`config.mk`:
```
export PLATFORM = sky130hd
export DESIGN_NAME = tmi_queue
export DESIGN_NICKNAME = d
export VERILOG_FILES = /design/src/sv/tmi_pkg.sv /design/src/sv/tmi_queue.sv
export SDC_FILE = /design/constraint.sdc
export NUM_CORES = 1
export LEC_CHECK = 0
export CORE_UTILIZATION = 36
export DETAILED_ROUTE_END_ITERATION = 16
export DONT_BUFFER_PORTS = 1
export SYNTH_ARGS = -nofsm -noshare
export SYNTH_HDL_FRONTEND = slang
export SYNTH_SLANG_ARGS = --single-unit
```
`constraint.sdc`:
```
create_clock -name i_clk -period 3.6 [get_ports i_clk]
set_input_delay 0.72 -clock i_clk [delete_from_list [all_inputs] [get_ports i_clk]]
set_output_delay 0.72 -clock i_clk [all_outputs]
set_load 0.01 [all_outputs]
```
`src/sv/tmi_pkg.sv`:
```
// Package with the shared constants and types of the triclinic minimum-image block.
`timescale 1ns / 1ps
package tmi_pkg;
    // Default datapath format.
    localparam int COORD_WIDTH = 21;
    localparam int FRAC_BITS   = 14;

    // Configuration port.
    localparam int REG_WIDTH   = 63;
    localparam int NUM_REGS    = 6;
    localparam int CFG_INDEX_W = 3;

    localparam logic [CFG_INDEX_W-1:0] REG_BOX_A = 3'd0;
    localparam logic [CFG_INDEX_W-1:0] REG_BOX_B = 3'd1;
    localparam logic [CFG_INDEX_W-1:0] REG_BOX_C = 3'd2;
    localparam logic [CFG_INDEX_W-1:0] REG_INV_A = 3'd3;
    localparam logic [CFG_INDEX_W-1:0] REG_INV_B = 3'd4;
    localparam logic [CFG_INDEX_W-1:0] REG_INV_C = 3'd5;

    // Depth of the queue between the front and the back.
    localparam int QUEUE_DEPTH = 4;

    // Box-vector shift codes, two-bit two's complement.
    localparam logic [1:0] SHIFT_NEG  = 2'b11;
    localparam logic [1:0] SHIFT_ZERO = 2'b00;
    localparam logic [1:0] SHIFT_POS  = 2'b01;

    // Fill state of the queue as seen by its neighbors.
    typedef struct packed {
        logic full;
        logic empty;
    } t_queue_status;
endpackage

```
`src/sv/tmi_queue.sv`:
```
// Short queue of fractional-coordinate words between the front and the back.
`timescale 1ns / 1ps
module tmi_queue #(
    parameter int FW    = tmi_pkg::COORD_WIDTH - 2,
    parameter int DEPTH = tmi_pkg::QUEUE_DEPTH
) (
    input  logic                    i_clk,
    input  logic                    i_rst_n,
    input  logic                    i_push,
    input  logic signed [FW-1:0]    i_frac [3],
    input  logic                    i_pop,
    output logic signed [FW-1:0]    o_frac [3],
    output tmi_pkg::t_queue_status  o_status
);
    localparam int PTR_W = $clog2(DEPTH);
    localparam int CNT_W = $clog2(DEPTH + 1);

    logic [3*FW-1:0]  r_mem [DEPTH];
    logic [PTR_W-1:0] r_wr, r_rd;
    logic [CNT_W-1:0] r_cnt;
    logic             w_push, w_pop;

    assign o_status.full  = (r_cnt == CNT_W'(DEPTH));
    assign o_status.empty = (r_cnt == '0);
    assign w_push = i_push && !o_status.full;
    assign w_pop  = i_pop && !o_status.empty;

    assign o_frac[0] = $signed(r_mem[r_rd][0 +: FW]);
    assign o_frac[1] = $signed(r_mem[r_rd][FW +: FW]);
    assign o_frac[2] = $signed(r_mem[r_rd][2*FW +: FW]);

    // Pointers and fill count.
    always_ff @(posedge i_clk) begin
        if (!i_rst_n) begin
            r_wr  <= '0;
            r_rd  <= '0;
            r_cnt <= '0;
        end else begin
            if (w_push) begin
                r_wr <= (r_wr == PTR_W'(DEPTH - 1)) ? '0 : r_wr + 1'b1;
            end
            if (w_pop) begin
                r_rd <= (r_rd == PTR_W'(DEPTH - 1)) ? '0 : r_rd + 1'b1;
            end
            if (w_push && !w_pop) begin
                r_cnt <= r_cnt + 1'b1;
            end else if (w_pop && !w_push) begin
                r_cnt <= r_cnt - 1'b1;
            end
        end
    end

    // Storage.
    always_ff @(posedge i_clk) begin
        if (w_push) begin
            r_mem[r_wr] <= {i_frac[2], i_frac[1], i_frac[0]};
        end
    end
endmodule

```
Yosys cells after proc, flatten, opt, wreduce, memory -nomap -nowiden
Memories as Yosys holds them, arrays and structs flattened. A register that Yosys moved wholly into a read port is not among the register bits.
Cells that the tools add are included.
{ "word_totals": {"reg_bits": 7, "ramBits": 228, "inputBits": 61, "out_inout_bits": 59, "wordCells": 29, "n_memories": 1} }
{ "op_classes": {"n_addsub": 4, "n_eq_ne": 3, "n_mux": 8, "reduce_logical": 10} }
{ "memory_table": {"columns": ["name", "depth", "word_bits", "read_ports", "rd_clocked_by_memory_dff", "wr", "line", "rtl"], "rows": [
  ["r_mem", 4, 57, 1, 1, 1, "tmi_queue.sv:18", "logic [3*FW-1:0] r_mem [DEPTH];"]
]} }
{ "op_table": {"columns": ["operator", "count"], "rows": [
  ["2-to-1 mux 2 bit", 4],
  ["2-to-1 mux 3 bit", 2],
  ["adder 2 x 1 -> 2 bit (second input constant)", 2],
  ["equality test 2 bit (second input constant)", 2],
  ["logical AND 1 bit", 4],
  ["zero test 1 bit", 4],
  ["adder 3 x 1 -> 3 bit (second input constant)", 1],
  ["equality test 3 bit (second input constant)", 1],
  ["zero test 3 bit", 1],
  ["subtractor 3 x 1 -> 3 bit (second input constant)", 1],
  ["2-to-1 mux 1 bit", 2],
  ["nonzero test 2 bit", 1]
]} }

Depth between registers and ports, before layout
Gate-level depths: netlist of the first run.
{ "logic_depth": {"depth_word": 7, "ltp_mapped": 9, "depth_no_buf": 8} }

Worst setup path after synthesis of the first run
OpenSTA, ideal clock, no wires.
{ "synth_path": {"path_kind": "input -> register", "from": "in i_push", "to": "mem r_mem[0][0] (netlist name) (enable)", "setup_time_ps": 421, "t_arrival_ps": 2358, "required_time_ps": 3179, "setup_slack_ps": 821, "stages": 3, "n_path_buf": 1, "cell_sequence": "nor2b_1 -> buf_2 -> and2_1"} }
{ "synth_via": {"elab_chain_cells": 3} }
{ "synth_lines": {"columns": ["item", "line", "rtl"], "rows": [
  ["start, declared", "tmi_queue.sv:9", "input logic i_push,"],
  ["logical AND 1 bit", "tmi_queue.sv:25", "assign w_push = i_push && !o_status.full;"],
  ["net w_push", "tmi_queue.sv:21", "logic w_push, w_pop;"],
  ["2-to-1 mux 1 bit", "tmi_queue.sv:55", "if (w_push) begin"],
  ["2-to-1 mux 1 bit (implied by the code)", "tmi_queue.sv:56", "r_mem[r_wr] <= {i_frac[2], i_frac[1], i_frac[0]};"],
  ["end, declared", "tmi_queue.sv:18", null]
]} }
The timed path passes the listed nets, and every way through them passes these cells.

==> results of run 1 <==
[worst paths after layout]
kind | start | to | cells after the start
setup / recovery | flip-flop | o_frac[0] | 2
hold reg to reg | r_wr[1] | r_wr[1] | 2
hold / removal | i_frac[41] | r_mem[0][3] | 0
setup reg to reg | r_cnt[0] | r_cnt[2] | 8
[power groups by stage]
stage	clock network [mW]	registers, mW	logic (mW)
floorplan	0	3.49	1.08
global placement	0	3.56	1.23
detailed placement	0	3.59	1.24
CTS	2.78	3.53	1.25
global route	2.88	3.55	1.31
finish	2.71	3.52	1.20
[state kept, by name, indices dropped and copies added, names as in the netlist, named ones only]
signal / count
r_wr: 2
r_rd: 2
r_mem: 228
r_cnt: 3
[worst max-delay path, cell delays in order (launching register included)]
cell	delay [ps]
dfxtp_4	450
buf_4	420
mux4_2	630
[per-layer routing]
layer | wire (microns) | GRT usage (%) | part of all wire, % | up-vias
li1 | - | - | - | 1503
met1 | 5830 | 14.5 | 40 | 1790
met2 | 7260 | 19.9 | 50 | 100
met3 | 1060 | 4.19 | 7.3 | 23
met4 | 344 | 3.61 | 2.4 | 0
met5 | 0 | 0 | 0 | -
[stage by stage]
step | instance area [sq um] | instances | util [%] | worst slack (ps) | hold slack, ps
final | 9920 | 701 | 42.2 | 846 | 300
after global routing | 9920 | 701 | 42.2 | 681 | 267
after CTS | 9920 | 701 | 42.2 | 746 | 270
after detailed placement | 9040 | 655 | 38.4 | 929 | 494
after global placement | 9040 | 655 | 38.4 | 1100 | 475
after floorplan | 8690 | 348 | - | 821 | 468
[cell usage in the layout (no fill, tap or decap)]
cell | Yosys | routed
mux2i_1 | 3 | 3
edfxtp_1 | 228 | 228
nor3_1 | 1 | 1
ha_1 | 6 | 6
dfxtp_4 | 0 | 2
and2_4 | 0 | 4
or3_1 | 1 | 1
o21ai_0 | 3 | 3
buf_4 | 2 | 1
nor2b_1 | 2 | 2
nand3_1 | 2 | 2
clkbuf_16 | 0 | 25
o31ai_1 | 1 | 1
xnor2_1 | 1 | 1
inv_6 | 0 | 1
buf_12 | 0 | 1
clkinv_2 | 0 | 3
clkbuf_1 | 3 | 4
nor3b_1 | 1 | 1
nor2_1 | 2 | 2
and2_1 | 5 | 1
clkinv_1 | 0 | 4
xor2_1 | 1 | 1
fa_1 | 1 | 1
bufinv_16 | 0 | 6
dfxtp_1 | 9 | 7
clkinvlp_4 | 0 | 2
clkinv_4 | 0 | 1
nand2_1 | 6 | 6
a21boi_0 | 1 | 1
mux4_2 | 57 | 57
inv_1 | 3 | 3
[cell families (layout without fill, tap and decap cells)]
logic type / after synthesis / after routing / synth area share (%)
muxes: 60 / 60 / 15.1
AOI/OAI and AO/OA: 5 / 5 / 0.345
xor gates and xnor gates: 2 / 2 / 0.202
DFF: 237 / 237 / 80.8
and+or+nand+nor: 20 / 20 / 1.18
buffers and inverters: 17 / 51 / 1.24
adders and majority gates: 7 / 7 / 1.09
[final cells by class]
type                    count  area [sq um]  share of cell area, %
clock buffers              29           641                   6.45
clock inverters            17           243                   2.45
inverters                   3          11.3                  0.113
multi-input cells          94          1570                   15.8
flip-flops and latches    237          7030                   70.9
well taps                 319           399                   4.02
repair buffers              2          27.5                  0.277
==> results.yml, run 1 <==
die:
  floorplan.die.height_microns: 157
  core-area_sq_mm: 0.0235
  io-pin-count: 120
  initial_core_util_pct: 36.9
  die-area_sq_mm: 0.0248
  width_of_the_chip_microns: 157
  site_rows: 56
global_route:
  pin_count_of_the_biggest_net_entering_global_routing: 58
  gr-usage-all-layers_pct: 11.9
  grt_pass1_vias: 3815
  grt_first_pass_wirelength_microns: 22000
  global_route.overflow_total: 0
  antenna_found_initial: 0
synthesis:
  yosysMostFrequentCell: "edfxtp_1"
  yosys-top-cells-count: "edfxtp_1 (228), mux4_2 (57), dfxtp_1 (9)"
  synthesis.area_per_instance_sq_um: 25.0
  yosys.cell_types.count: 24
  asyncSetResetFlopFracSynth_pct: 0
  netlist_top_cells_area: "edfxtp_1 (79%), mux4_2 (15%), dfxtp_1 (2.1%)"
  post_synth_instance_area_sq_mm: 0.00869
  ys.warnings.count: 0
  netlist.top_cell.by_area: "edfxtp_1"
  net_count_synth: 416
  synth-main-ff-cell: "edfxtp_1"
  synth.top_cell.area_share_pct: 78.8
  synth-edff-count: 228
  yosys_register_bits: 237
  syn_inst: 348
  synth.yosys.seq_area_share_pct: 80.8
worst_setup_path:
  timing.critical_path.from_type: "flip-flop"
  critPathKind: "reg -> out"
  crit_path_end_kind: "primary output"
  crit_fanout: 21
  critical_path_arrival_ps: 2030
  setup_slack_on_the_worst_flop_to_flop_path_ps: 1050
  worst-endpoint-required_ps: 2880
power:
  comb_power_share_pct: 16.2
  worst_ir_drop_vdd_uv: 456
  p_seq_share_pct: 47.4
  pwr_density_cell_mw_per_mm2: 748
  p_leak_nw: 3.04
  share_clk_of_total_power_pct: 36.4
  net_switching_power_mw: 1.81
  switching_part_of_the_total_power_pct: 24.4
  power.total_mw: 7.43
  internal_power_mw: 5.62
sta:
  setup-tns-final_ps: 0
  max_frequency_mhz: 363
  final_count_of_negative_setup_slack_endpoints: 0
  maxSlewHeadroom_pct: 38.6
  slew_viol_final: 0
  rsz0062_at_grt: "false"
  clock-skew-final_ps: 5.92
  final.period_utilization_pct: 76.5
  tightest_slew_ps: 921
  post-route-min-period_ps: 2750
  final_hold_viol_count: 0
clocking:
  cts_inserted_buffers: 25
  worstSkewPairLatency_ps: 510
  cts.repair_timing.setup_buffer_count: 0
  post_cts_hold_buffer_count: 0
  cts.path.max_buffers: 3
  cts_tree: "done"
  h-tree-depth: 1
  numClockSinks: 237
  postCtsResizedCells: 0
  worst_setup_hold_path_clk_slew_ps: 60
  clock-root-buffer: "clkbuf_16"
drt:
  detail-route-antenna-nets: 0
  via_per_inst: 4.87
  post_drt_wl_per_cell_microns: 20.7
  drt_wl_total_microns: 14500
  drcViolationCount: 0
  dr.pass1.iters: 4
  detailedRoute.firstIterationViolations: 167
  vias: 3416
final_layout:
  antenna_cells_inserted: 0
  share_of_cells_above_drive_strength_1_pct: 27.0
  final.fill_count: 2042
  finish.net_count: 431
  area_delta_synth_final_pct: 14.2
outcome:
  run_status: "complete, no violations"
min_path:
  timing.hold.worst.class: "in -> reg"
placed_design:
  port-buffer-count: 0
  place_hpwl_microns: 8010
  gp_routability_congestion: 0.623
run:
  max_cap_violations: 0
(Power assumes the default switching activity.)
==> run 2, diff against run 1 <==
clock period = 2.85 ns   (was 3.6 ns; I/O delays follow)
==> run 2 against run 1 <==
Total power rose by 24%. Flip-flop and latch count did not move. Count of clock-buffer cells in the layout rose by 11. Critical path depth rose by 6. Sequential power rose by 24%. Worst hold slack got worse by 160 ps. Cell count rose by 1.1%. Final area rose by 0.62%. Worst setup slack got worse by 500 ps. Highest routed layer unchanged. Clock skew rose by 15 ps. Core utilization rose by 0.26 points.
==> results.yml, run 2 (synthesized netlist as in run 1, its figures left out) <==
sta:
  maxSlewHeadroom_pct: 62.8
  final_count_of_negative_setup_slack_endpoints: 0
  slew_viol_final: 0
  rsz0062_at_grt: "false"
  fin_ws_ps: 347
  setup-tns-final_ps: 0
  clock-skew-final_ps: 20.5
  hold_ws_ps: 137
  post-route-min-period_ps: 2500
  final.period_utilization_pct: 87.8
  tightest_slew_ps: 557
  max_frequency_mhz: 400
  final_hold_viol_count: 0
final_layout:
  share_of_cells_above_drive_strength_1_pct: 27.9
  most_frequent_cells_in_the_layout: "edfxtp_1 (228), mux4_2 (57), clkbuf_16 (25)"
  area_delta_synth_final_pct: 14.9
  regArea_sq_mm: 0.00703
  fin_util_pct: 42.4
  final.fill_count: 2067
  largest-register: "r_mem"
  antenna_cells_inserted: 0
  finish.instance_area_sq_mm: 0.00999
  layoutNonFillerInstCount: 709
  multi_input_comb_area_sq_mm: 0.00157
  finish.net_count: 439
  final_common_cell: "edfxtp_1"
  largestRegisters: "r_mem (228), r_cnt (3)"
  flip_flop_count_of_the_largest_register_after_layout: 228
placed_design:
  dp_cells: 663
  port-buffer-count: 0
  post_dp_cell_area_sq_mm: 0.00916
  place_worst_setup_slack_ps: 342
  place_hpwl_microns: 8930
  gp_routability_congestion: 0.643
clocking:
  worstSkewPairLatency_ps: 520
  clock-root-buffer: "clkbuf_16"
  cts.repair_timing.setup_buffer_count: 0
  cts_inserted_buffers: 25
  cts_tree: "done"
  numClockSinks: 237
  h-tree-depth: 1
  cts.path.max_buffers: 3
  worst_setup_hold_path_clk_slew_ps: 60
  postCtsResizedCells: 0
  post_cts_hold_buffer_count: 0
run:
  max_cap_violations: 0
worst_setup_path:
  crit_fanout: 7
  worst-endpoint-required_ps: 3300
  crit_path_start: "r_cnt[0]"
  worstReg2RegStart: "r_cnt[0]"
  setup_slack_on_the_worst_flop_to_flop_path_ps: 350
  crit_path_end_kind: "flip-flop"
  critical_path_arrival_ps: 2950
  critPathKind: "reg -> reg"
  critical_path.endpoint: "r_cnt[2]"
  reg2reg_to: "r_cnt[2]"
  timing.critical_path.from_type: "flip-flop"
  worst-r2r-cell-count: 8
drt:
  via_per_inst: 4.91
  detailedRoute.firstIterationViolations: 118
  drcViolationCount: 0
  drt_wl_total_microns: 14900
  dr.pass1.iters: 4
  detail-route-antenna-nets: 0
  vias: 3483
  post_drt_wl_per_cell_microns: 21.0
power:
  worst_ir_drop_vdd_uv: 382
  comb_power_share_pct: 17.9
  internal_power_mw: 6.92
  p_leak_nw: 3.07
  p_seq_share_pct: 47.5
  net_switching_power_mw: 2.29
  switching_part_of_the_total_power_pct: 24.9
  power.total_mw: 9.20
  share_clk_of_total_power_pct: 34.6
  pwr_density_cell_mw_per_mm2: 922
die:
  width_of_the_chip_microns: 157
  die-area_sq_mm: 0.0248
  initial_core_util_pct: 36.9
  floorplan.die.height_microns: 157
  io-pin-count: 120
  core-area_sq_mm: 0.0235
  site_rows: 56
min_path:
  timing.hold.worst.class: "in -> reg"
global_route:
  global_route.overflow_total: 0
  antenna_found_initial: 0
  met3_usage_pct: 4.24
  grt_pass1_vias: 3855
  gr-usage-all-layers_pct: 12.4
  grt.met2_usage_pct: 21.6
  grt_first_pass_wirelength_microns: 22700
  grt_use_met1_pct: 14.2
  pin_count_of_the_biggest_net_entering_global_routing: 58
  busiest_layer: "met2"
outcome:
  run_status: "complete, no violations"
[run 2: cell types whose count changed in the layout (fill, tap and decap cells not counted), sizes merged]
cell,previous run,this run
clkinv,8,1
inv,4,5
bufinv,6,2
clkinvlp,2,1
buf,2,10
clkbuf,29,40
[run 2: layout make-up]
| class | count | share of cell area [%] |
|---|---|---|
| Clock buffer | 40 | 7.33 |
| Clock inverter | 6 | 0.902 |
| Inverter | 3 | 0.113 |
| Multi-Input combinational cell | 94 | 15.7 |
| Sequential cell | 237 | 70.4 |
| Tap cell | 319 | 4.00 |
| Timing Repair Buffer | 10 | 1.50 |
[run 2: critical path, stage by stage, from the launching register on]
cell      delay (ps)
dfxtp_1          440
nor3b_1          130
nor2b_1          470
ha_1             290
inv_1             60
fa_1             390
xor2_1           180
or3_1            310
a21boi_0         160
[run 2: worst min path at each step]
| stage | startpoint | end | cells after the start |
|---|---|---|---|
| 5_1_grt | i_frac[25] | r_mem[0][25] | 0 |
| 3_3_place_gp | r_wr[1] | r_wr[1] | 2 |
| 3_5_place_dp | r_wr[1] | r_wr[1] | 2 |
| 2_1_floorplan | r_wr[1] | r_wr[1] | 2 |
| 6_report | i_frac[25] | r_mem[3][25] | 0 |
| 4_1_cts | i_frac[24] | r_mem[3][24] | 0 |
[run 2: layer usage]
| layer | wire (microns) | part of all wire, % | vias to the layer above |
|---|---|---|---|
| met4 | 331 | 2.2 | 0 |
| met5 | 0 | 0 | - |
| met1 | 5610 | 38 | 1844 |
| met2 | 7690 | 52 | 94 |
| met3 | 1260 | 8.5 | 32 |
| li1 | - | - | 1513 |
[run 2: power groups by stage]
stage               clock network [mW]  registers [mW]  logic, mW
finish                            3.19            4.37       1.64
global route                      3.43            4.41       1.79
CTS                               3.29            4.38       1.71
detailed placement                   0            4.45       1.70
global placement                     0            4.42       1.68
floorplan                            0            4.40       1.36
==> run 3, diff against run 2 <==
CTS_CLUSTER_SIZE = 20   (was not set)
HOLD_SLACK_MARGIN = 0.15   (was not set)
==> run 3 against run 2 <==
Maximum frequency rose by 0.26%. Core utilization rose by 2.3 points. Combinational power is 5% higher. First-iteration DRC count is 41% higher. Non-clock buffer count increased by 57. Worst hold slack improved by 49 ps. Via count increased by 7.2%. Routed wire length increased by 2.0%. Critical path type unchanged. Total power rose by 0.17%. Die area unchanged.
==> results.yml, run 3 (synthesized netlist as in run 1, its figures left out) <==
final_layout:
  layoutNonFillerInstCount: 762
  share_of_cells_above_drive_strength_1_pct: 24.4
  multi_input_comb_area_sq_mm: 0.00157
  largestRegisters: "r_mem (228), r_cnt (3)"
  area_delta_synth_final_pct: 21.0
  final_common_cell: "edfxtp_1"
  final.fill_count: 2038
  finish.net_count: 496
  largest-register: "r_mem"
  most_frequent_cells_in_the_layout: "edfxtp_1 (228), mux4_2 (57), dlygate4sd3_1 (57)"
  finish.instance_area_sq_mm: 0.0105
  antenna_cells_inserted: 0
  flip_flop_count_of_the_largest_register_after_layout: 228
  regArea_sq_mm: 0.00703
sta:
  setup-tns-final_ps: 0
  clock-skew-final_ps: 6.99
  final_hold_viol_count: 0
  post-route-min-period_ps: 2500
  max_frequency_mhz: 401
  tightest_slew_ps: 557
  rsz0062_at_grt: "false"
  final.period_utilization_pct: 87.6
  maxSlewHeadroom_pct: 62.8
  slew_viol_final: 0
  final_count_of_negative_setup_slack_endpoints: 0
worst_setup_path:
  critPathKind: "reg -> reg"
  crit_path_end_kind: "flip-flop"
  critical_path_arrival_ps: 2940
  timing.critical_path.from_type: "flip-flop"
  worst-endpoint-required_ps: 3290
  crit_fanout: 7
clocking:
  postCtsResizedCells: 0
  cts.path.max_buffers: 3
  clock-root-buffer: "clkbuf_16"
  worstSkewPairLatency_ps: 520
  cts_tree: "done"
  cts.repair_timing.setup_buffer_count: 0
  worst_setup_hold_path_clk_slew_ps: 60
  h-tree-depth: 1
  numClockSinks: 237
  cts_inserted_buffers: 25
  post_cts_hold_buffer_count: 57
die:
  core-area_sq_mm: 0.0235
  site_rows: 56
  initial_core_util_pct: 36.9
  width_of_the_chip_microns: 157
  io-pin-count: 120
  floorplan.die.height_microns: 157
  die-area_sq_mm: 0.0248
global_route:
  grt_pass1_vias: 4044
  antenna_found_initial: 0
  pin_count_of_the_biggest_net_entering_global_routing: 58
  global_route.overflow_total: 0
  grt_first_pass_wirelength_microns: 23200
  gr-usage-all-layers_pct: 12.5
power:
  p_leak_nw: 3.29
  pwr_density_cell_mw_per_mm2: 876
  worst_ir_drop_vdd_uv: 592
  power.total_mw: 9.22
drt:
  post_drt_wl_per_cell_microns: 19.9
  drt_wl_total_microns: 15200
  dr.pass1.iters: 4
  detail-route-antenna-nets: 0
  vias: 3734
  detailedRoute.firstIterationViolations: 166
  drcViolationCount: 0
  via_per_inst: 4.90
min_path:
  timing.hold.worst.class: "in -> reg"
placed_design:
  post_dp_cell_area_sq_mm: 0.00916
  dp_cells: 663
  gp_routability_congestion: 0.643
  port-buffer-count: 0
  place_hpwl_microns: 8930
outcome:
  run_status: "complete, no violations"
run:
  max_cap_violations: 0
==> run 3: cell count changes in the layout (fill, tap and decap cells not counted) <==
| cell | before | now |
|---|---|---|
| clkinv_1 | 0 | 4 |
| bufinv_16 | 2 | 3 |
| clkinv_2 | 1 | 3 |
| dlygate4sd3_1 | 0 | 57 |
| clkinvlp_4 | 1 | 3 |
| clkbuf_8 | 5 | 0 |
| inv_6 | 2 | 1 |
| clkbuf_1 | 10 | 3 |
==> run 3: layer usage <==
layer / global-route usage (%) / up-vias / part of all wire [%]
met5: 0 / - / 0
met4: 3.33 / 0 / 2.2
met3: 3.80 / 29 / 6.9
met2: 22.2 / 104 / 52
met1: 14.7 / 1968 / 39
li1: - / 1633 / -
==> run 3: where the power goes <==
group	total [mW]	leakage, nW	switching [mW]	internal, mW
clock	3.11	0.377	1.25	1.87
combinational	1.73	0.751	0.951	0.782
sequential	4.37	2.16	0.127	4.25
==> run 3: stage by stage <==
stage / util, % / setup WS (ps) / hold slack [ps]
5_1_grt: 44.7 / 187 / 166
3_3_place_gp: 38.9 / 480 / 479
2_1_floorplan: - / 221 / 468
6_report: 44.7 / 353 / 186
4_1_cts: 44.7 / 308 / 165
3_5_place_dp: 38.9 / 342 / 504
==> run 3: cell type report <==
class                      count  share of cell area, %
inverter                       3                  0.107
sequential                   237                   66.8
tap                          319                   3.79
clock buffer                  28                   6.05
timing repair buffer          67                   6.85
multi-input combinational     94                   14.9
clock inverter                14                   1.44
==> run 3: worst max-delay path: stages, from the launching register on <==
cell and delay, ps:
dfxtp_1 440, nor3b_1 130, nor2b_1 470, ha_1 290, inv_1 60, fa_1 390, xor2_1 180, or3_1 310
a21boi_0 160
==> run 3: worst paths after layout <==
path | from | to | slack [ps] | cells after the start
setup / recovery | r_cnt[0] | r_cnt[2] | 350 | 8
hold reg to reg | r_wr[1] | r_wr[1] | 500 | 2
setup reg to reg | r_cnt[0] | r_cnt[2] | 350 | 8
hold / removal | i_rst_n | r_cnt[1] | 190 | 1
